==> src/rtl/fbre_pkg.sv <==
// ---------------------------------------------------------------------------
// fbre_pkg
// Shared types, codes and helpers of the frame buffer region engine.
// ---------------------------------------------------------------------------
package fbre_pkg;

   localparam int COORD_W = 11;
   localparam int POS_W = 13;
   localparam int DIM_W = 9;
   localparam int COLOR_W = 24;
   localparam int ADDR_W = 24;
   localparam int ACT_W = 3;
   localparam int STAT_W = 2;
   localparam int CSR_IDX_W = 2;

   localparam logic [ACT_W-1:0] ACT_WRITE = 3'd0;
   localparam logic [ACT_W-1:0] ACT_READ = 3'd1;
   localparam logic [ACT_W-1:0] ACT_REPLACE = 3'd2;
   localparam logic [ACT_W-1:0] ACT_MIRROR_X = 3'd3;
   localparam logic [ACT_W-1:0] ACT_MIRROR_Y = 3'd4;
   localparam logic [ACT_W-1:0] ACT_SPLIT = 3'd5;
   localparam logic [ACT_W-1:0] ACT_COPY = 3'd6;

   localparam logic [STAT_W-1:0] STAT_OK = 2'd0;
   localparam logic [STAT_W-1:0] STAT_OUTSIDE = 2'd1;
   localparam logic [STAT_W-1:0] STAT_REJECT = 2'd2;
   localparam logic [STAT_W-1:0] STAT_SKIP = 2'd3;

   localparam logic [CSR_IDX_W-1:0] REG_IMAGE_WIDTH = 2'd0;
   localparam logic [CSR_IDX_W-1:0] REG_IMAGE_HEIGHT = 2'd1;

   typedef struct packed {
      logic en;
      logic we;
      logic [ADDR_W-1:0] addr;
      logic [COLOR_W-1:0] data;
   } mem_req_type;

   function automatic logic in_frame(input logic signed [POS_W-1:0] x,
                                     input logic signed [POS_W-1:0] y,
                                     input logic [DIM_W-1:0] w,
                                     input logic [DIM_W-1:0] h);
      return (x >= 13'sd0) && (x < $signed(POS_W'(w))) &&
             (y >= 13'sd0) && (y < $signed(POS_W'(h)));
   endfunction

   function automatic logic [ADDR_W-1:0] pix_addr(input logic signed [POS_W-1:0] x,
                                                  input logic signed [POS_W-1:0] y,
                                                  input logic [DIM_W-1:0] w,
                                                  input logic [DIM_W-1:0] h);
      logic [DIM_W-1:0] row;
      logic [2*DIM_W-1:0] prod;
      row = h - 9'd1 - y[DIM_W-1:0];
      prod = (2*DIM_W)'(row) * (2*DIM_W)'(w);
      return ADDR_W'(prod) + ADDR_W'(x[DIM_W-1:0]);
   endfunction

endpackage

==> src/rtl/fbre_div.sv <==
// ---------------------------------------------------------------------------
// fbre_div
// Restoring divider, one quotient bit per cycle, for the split spacing.
// ---------------------------------------------------------------------------
module fbre_div (
   input  logic                        clock,
   input  logic                        reset,
   input  logic                        start,
   input  logic [fbre_pkg::DIM_W-1:0]  num,
   input  logic [fbre_pkg::DIM_W-1:0]  den,
   output logic                        busy,
   output logic [fbre_pkg::DIM_W-1:0]  quo
);

   localparam int CW = $clog2(fbre_pkg::DIM_W + 1);

   logic busy_ff, busy_in;
   logic [CW-1:0] cnt_ff, cnt_in;
   logic [fbre_pkg::DIM_W:0] rem_ff, rem_in;
   logic [fbre_pkg::DIM_W-1:0] quo_ff, quo_in;
   logic [fbre_pkg::DIM_W-1:0] den_ff, den_in;
   logic [fbre_pkg::DIM_W:0] shifted;
   logic ge;

   always_comb begin
      shifted = {rem_ff[fbre_pkg::DIM_W-1:0], quo_ff[fbre_pkg::DIM_W-1]};
      ge = shifted >= {1'b0, den_ff};
      busy_in = busy_ff;
      cnt_in = cnt_ff;
      rem_in = rem_ff;
      quo_in = quo_ff;
      den_in = den_ff;
      if (start) begin
         busy_in = 1'b1;
         cnt_in = CW'(fbre_pkg::DIM_W);
         rem_in = '0;
         quo_in = num;
         den_in = den;
      end else if (busy_ff) begin
         rem_in = ge ? shifted - {1'b0, den_ff} : shifted;
         quo_in = {quo_ff[fbre_pkg::DIM_W-2:0], ge};
         cnt_in = cnt_ff - 1'b1;
         if (cnt_ff == CW'(1)) begin
            busy_in = 1'b0;
         end
      end
   end

   always_ff @(posedge clock) begin
      if (reset) begin
         busy_ff <= 1'b0;
         cnt_ff <= '0;
      end else begin
         busy_ff <= busy_in;
         cnt_ff <= cnt_in;
      end
      rem_ff <= rem_in;
      quo_ff <= quo_in;
      den_ff <= den_in;
   end

   assign busy = busy_ff;
   assign quo = quo_ff;

endmodule
==> config.mk <==
export PLATFORM = sky130hd
export DESIGN_NAME = fbre_div
export DESIGN_NICKNAME = d
export VERILOG_FILES = /design/src/rtl/fbre_pkg.sv /design/src/rtl/fbre_div.sv
export SDC_FILE = /design/constraint.sdc
export NUM_CORES = 1
export LEC_CHECK = 0
export ABC_AREA = 1
export CAP_MARGIN = 20
export CORE_MARGIN = 3
export CORE_UTILIZATION = 62
export CTS_CLUSTER_SIZE = 20
export DETAILED_ROUTE_END_ITERATION = 8
export DONT_BUFFER_PORTS = 1
export PLACE_DENSITY = 0.76
export SETUP_SLACK_MARGIN = 0.05
export SYNTH_ARGS = -nofsm -noshare
export SYNTH_HDL_FRONTEND = slang
export SYNTH_SLANG_ARGS = --single-unit
==> constraint.sdc <==
create_clock -name clock -period 2.2 [get_ports clock]
set_input_delay 0.22 -clock clock [delete_from_list [all_inputs] [get_ports clock]]
set_output_delay 0.22 -clock clock [all_outputs]
set_load 0.005 [all_outputs]
== Word level (Yosys, flattened, before mapping) ==
Index checks and enable logic that the tools add are counted.

* Register bits after elaboration: 32
* Latch bits: 0
* Memory bits (writable): 0
* ROM bits: 0
* Input bits: 21
* Word-level logic and storage cells: 20
* Memories: 0

* Add/sub/neg operators: 2
* $mul: 0
* Div/mod/pow operators: 0
* Magnitude comparators: 1
* Equal/unequal tests: 1
* Shifts and indexed selects: 0
* Multiplexer cells: 8
* Bitwise logic cells: 0
* Reductions and logical operators: 2

{| class="wikitable"
|+ Operator list
! kind !! count
|-
| 2-to-1 mux 9 bit || 3
|-
| >= comparator 10 x 9 -> 1 bit || 1
|-
| subtractor 9 bit || 1
|-
| 2-to-1 mux 4 bit || 2
|-
| == test 4 x 1 -> 1 bit, second input constant || 1
|-
| subtractor 4 x 1 -> 4 bit, second input constant || 1
|-
| 2-to-1 mux 1 bit || 3
|-
| nonzero test 2 bit || 1
|-
| OR reduction 2 bit || 1
|}

== Depth between registers and ports, before layout ==
* Word-level depth: 4
* Gate-level depth with buffers: 13
* Mapped depth without buffers: 13

== Least setup slack after synthesis ==
No wires, ideal clock.

* Path kind: register to register
* Start point: register quo_ff (netlist bit quo[8])
* End point: register quo_ff (netlist bit quo[0]), data pin
* Library setup time: 0.268 ns
* Arrival: 1.551 ns
* Setup slack: 0.381 ns
* Cell stages (with the launch flop): 12
* Cell sequence: edfxtp_1 -> inv_1 -> ha_1 -> inv_1 -> fa_1 -> nand2_1 -> nand2_2 -> nand3_2 -> nand2_2 -> nand2_2 -> buf_6 -> a31oi_1

* Longest elaborated chain between the ends: 3

{| class="wikitable"
|+ RTL lines
! element !! RTL line !! RTL
|-
| start: declaration || fbre_div.sv:20 || <nowiki>logic [fbre_pkg::DIM_W-1:0] quo_ff, quo_in;</nowiki>
|-
| start signal: assignment || fbre_div.sv:58 || <nowiki>quo_ff <= quo_in;</nowiki>
|-
| >= comparator 10 x 9 -> 1 bit || fbre_div.sv:27 || <nowiki>ge = shifted >= {1'b0, den_ff};</nowiki>
|-
| 2-to-1 mux 9 bit || fbre_div.sv:39 || <nowiki>end else if (busy_ff) begin</nowiki>
|-
| 2-to-1 mux 9 bit || fbre_div.sv:33 || <nowiki>if (start) begin</nowiki>
|-
| named net quo_in, one bit || fbre_div.sv:20 ||
|}

The timed path passes the listed nets, and every way through them passes these cells. The select of a mux whose other input is x is not followed.
A chain may end at the register's enable or synchronous reset.

== Final worst setup path ==
* Start point: register quo_ff (netlist bit quo[8])
* End point: register rem_ff[6] (netlist bit)

* Longest elaborated chain between the ends: 2

{| class="wikitable"
|+ RTL lines
! element !! RTL line !! RTL
|-
| subtractor 9 bit or >= comparator 10 x 9 -> 1 bit (tied branches) || fbre_div.sv:40, fbre_div.sv:27 ||
|-
| 2-to-1 mux 9 bit * || fbre_div.sv:40 || <nowiki>rem_in = ge ? shifted - {1'b0, den_ff} : shifted;</nowiki>
|-
| end signal: assignment || fbre_div.sv:57 || <nowiki>rem_ff <= rem_in;</nowiki>
|-
| end: declaration || fbre_div.sv:19 || <nowiki>logic [fbre_pkg::DIM_W:0] rem_ff, rem_in;</nowiki>
|}

Mark *: on every way between the ends. The rest lies on a longest branch, timed or not.

==> metrics.md <==
| Metric | Value |
|---|---|
| Max Fclk | `504.3 MHz` |
| Share of total power in combinational logic | `0.147` |
| Most frequent cells in the layout | `nand2_1, inv_1, edfxtp_1` |
| Synth area leader | `edfxtp_1` |
| Clk buf depth | `2` |
| Top cell type's share of synthesized area | `0.2967` |
| Worst r2r src | `quo[8]` |
| Die H | `60.21 µm` |
| Leak pwr | `0.001024 µW` |
| Crit path max-delay family | `simple AND/OR/NAND/NOR gates` |
| RSZ-0062 raised after global routing | `no` |
| Dpl ws | `0.1398 ns` |
| Internal power | `995.0 µW` |
| Gr ovfl total | `0` |
| Pwr Total | `1357 µW` |
| Detail Route Antenna Nets | `0` |
| Fin crit share | `0.9013` |
| Worst IR drop on VDD | `0.6772 mV` |
| Initial Utilization | `0.6550` |
| Crit-path slowest cell | `edfxtp_1` |
| Synth Area per Inst | `7.955 µm²` |
| Stages on worst setup path | `13` |
| Post-synth EDFFs | `18` |
| Crit path capture type | `flop` |
| Final core occ | `0.7301` |
| Sequential Power Share | `0.523` |
| GRT Util Overall | `0.2384` |
| CP Buf/Inv Count | `2` |
| Syn Nets | `262` |
| Vias in the first global route | `1452` |
| Met2 WL | `1.977 mm` |
| Die width | `60.21 µm` |
| Vias after detailed routing | `1488` |
| Initial DRC Count | `99` |
| Clk_lat worst skew | `0.33 ns` |
| CTS tree | `done` |
| Synth Register Bits | `32` |
| Post-synthesis sequential area ratio | `0.4505` |
| Synth area leaders | `edfxtp_1, nand2_1, dfxtp_1` |
| Nets | `275` |
| Post-synthesis cell type count | `29` |
| Crit Path Class | `reg2reg` |
| Final Hold Fails | `0` |
| # Post-CTS Setup Buffers | `0` |
| Crit path DAT | `2.27 ns` |
| Clock root cell | `clkbuf_4` |
| Simple-Gate Fraction of Synth Area | `0.3269` |
| Num ports | `31` |
| Top_reg_cell synth | `edfxtp_1` |
| # DRC | `0` |
| Post-layout minimum cycle time | `1.983 ns` |
| Worst r2r path cells | `13` |
| Final HPWL DP | `2.673 mm` |
| Antenna diodes | `0` |
| Share of layout cells above drive strength 1 | `0.09465` |
| Via/cell ratio | `5.431` |
| Status | `finished clean` |
| DIE AREA | `3625 µm²` |
| Clk sink count | `32` |
| Reg2Reg Setup Slack | `0.22 ns` |
| Final Wtd Congestion | `0.8635` |
| First-pass DRT Iterations | `4` |
| Reg clk slew, reported paths | `0.10 ns` |
| Max layer used | `met4` |
| Largest family of logic cells by synthesized area | `simple AND/OR/NAND/NOR gates` |
| Switch share | `0.2666` |
| Psw | `361.7 µW` |
| Core box area | `2781 µm²` |
| Antenna violations before repair | `0` |
| Mapped Cells | `229` |
| Reg-to-reg endpoint | `rem_ff[6]` |
| Max cap viols | `0` |
| Critical Path Most Common Cell | `nand2_1` |
| Num CTS Buffers | `5` |
| Synth Area in Compound Gates | `0.03709` |
| Worst-margin pin slew | `0.6009 ns` |
| Setup ws final | `0.2172 ns` |
| Final-report setup violation count | `0` |
| CP endpoint | `rem_ff[6]` |
| Most common cell after layout, fill and taps aside | `nand2_1` |
| Adder-Cell Fraction of Synth Area | `0.08654` |
| Met3 wire length | `218 µm` |
| Synth Area in XOR/XNOR | `0.01442` |
| Max_slew headroom | `0.5994` |
| CP startpoint | `quo[8]` |
| Yosys Warn Count | `0` |
| Synth async-reset ratio | `0` |
| Worst Path Required | `2.48 ns` |
| Row count | `19` |
| Port Buffer Count | `0` |
| Area after DPL | `1831 µm²` |
| CP max FO | `11` |
| P&R area growth vs syn | `11.47%` |
| Worst hold path class | `in2reg` |
| Slew Viols, Final | `0` |
| Drt total wl | `3.854 mm` |
| Filler cells | `204` |
| WL per Instance | `14.07 µm` |
| Largest net degree at the start of global routing | `15` |
| Max H-tree Level | `2` |
| Clock power share | `0.330` |
| First-pass GRT wire length | `6.382 mm` |
| Slowest stage delay, CP | `0.44 ns` |
| Setup Skew | `0.002453 ns` |
| Setup_tns | `0 ns` |
| Crit path cell chain | `inv_1, ha_1, inv_1, fa_1, nand2_1, nand2_2, nand3_2, nand2_2, nand2_4, nand2_4, nand2_1, nand3_1, nand2_1` |
| Crit start category | `flop` |
| Mapped Area | `1822 µm²` |
| M1 WL | `1.634 mm` |
| Fin area | `2031 µm²` |
| Pwr/cell area | `668.1 nW/µm²` |
| Multiplexer share of the synthesized area | `0` |
## synthesized netlist by cell type (2+ instances only)
library cell,n
nor2_1,9
inv_1,29
nand3b_1,9
nand2_2,4
a31oi_1,2
xnor2_1,2
nand3_1,17
nand2_1,87
inv_2,4
ha_1,11
edfxtp_1,18
nor2_2,2
buf_2,3
dfxtp_1,14
a21oi_1,4
## worst min-delay path by stage
stage                     depth (start not counted)  startpoint   endpoint
after floorplan                                   1       reset  cnt_ff[3]
after global placement                            1       reset  cnt_ff[3]
after detailed placement                          1       reset  cnt_ff[3]
after CTS                                         3       reset       busy
after global routing                              2       start     quo[1]
final                                             3       reset       busy
## tightest hold or removal path, cell delays in order
cell and delay [ns]:
inv_1 0.04, nand2_1 0.06, a41oi_1 0.04
## through the flow
step | hold slack, ns | cells
2_1_floorplan | 0.2894 | 229
3_3_place_gp | 0.2932 | 255
3_5_place_dp | 0.2930 | 255
4_1_cts | 0.04776 | 274
5_1_grt | 0.04303 | 274
6_report | 0.05359 | 274
## kinds of logic (layout without fill, tap and decap cells)
family	after synthesis	after routing
and+or+nand+nor	133	133
buffers and inverters	38	52
DFF	32	32
adders and majority gates	12	12
AOI/OAI and AO/OA	11	11
xor gates and xnor gates	3	3
## layout make-up
class	count	area, µm²	share of cell area
Sequential cell	32	820.8	0.4042
Clock buffer	5	37.54	0.01848
Timing Repair Buffer	11	110.1	0.05422
Multi-Input combinational cell	159	857.1	0.4221
Inverter	33	123.9	0.06100
Clock inverter	3	42.54	0.02095
Tap cell	31	38.79	0.01910
## power groups by stage
stage / clock network, µW / registers [µW] / logic (µW)
final: 448 / 709 / 199
after global routing: 487 / 715 / 226
after CTS: 455 / 709 / 197
after detailed placement: 0 / 721 / 177
after global placement: 0 / 721 / 169
after floorplan: 0 / 711 / 150
## routing by layer
layer | vias up | global-route usage
met4 | 0 | 0.05380
met2 | 40 | 0.3951
li1 | 753 | -
met5 | - | 0
met3 | 2 | 0.07559
met1 | 693 | 0.3032
## what timing repair did
action                                 CTS  global route
gates resized for setup                  0             2
setup endpoints to repair                0             9
hold buffers                            11             0
endpoints found under the hold margin   19             0
## state kept, by name, indices dropped and copies added (netlist names)
name and cells:
quo 9, busy 1, den_ff 9, cnt_ff 4, rem_ff 9
Power figures use the tool's default switching activity.
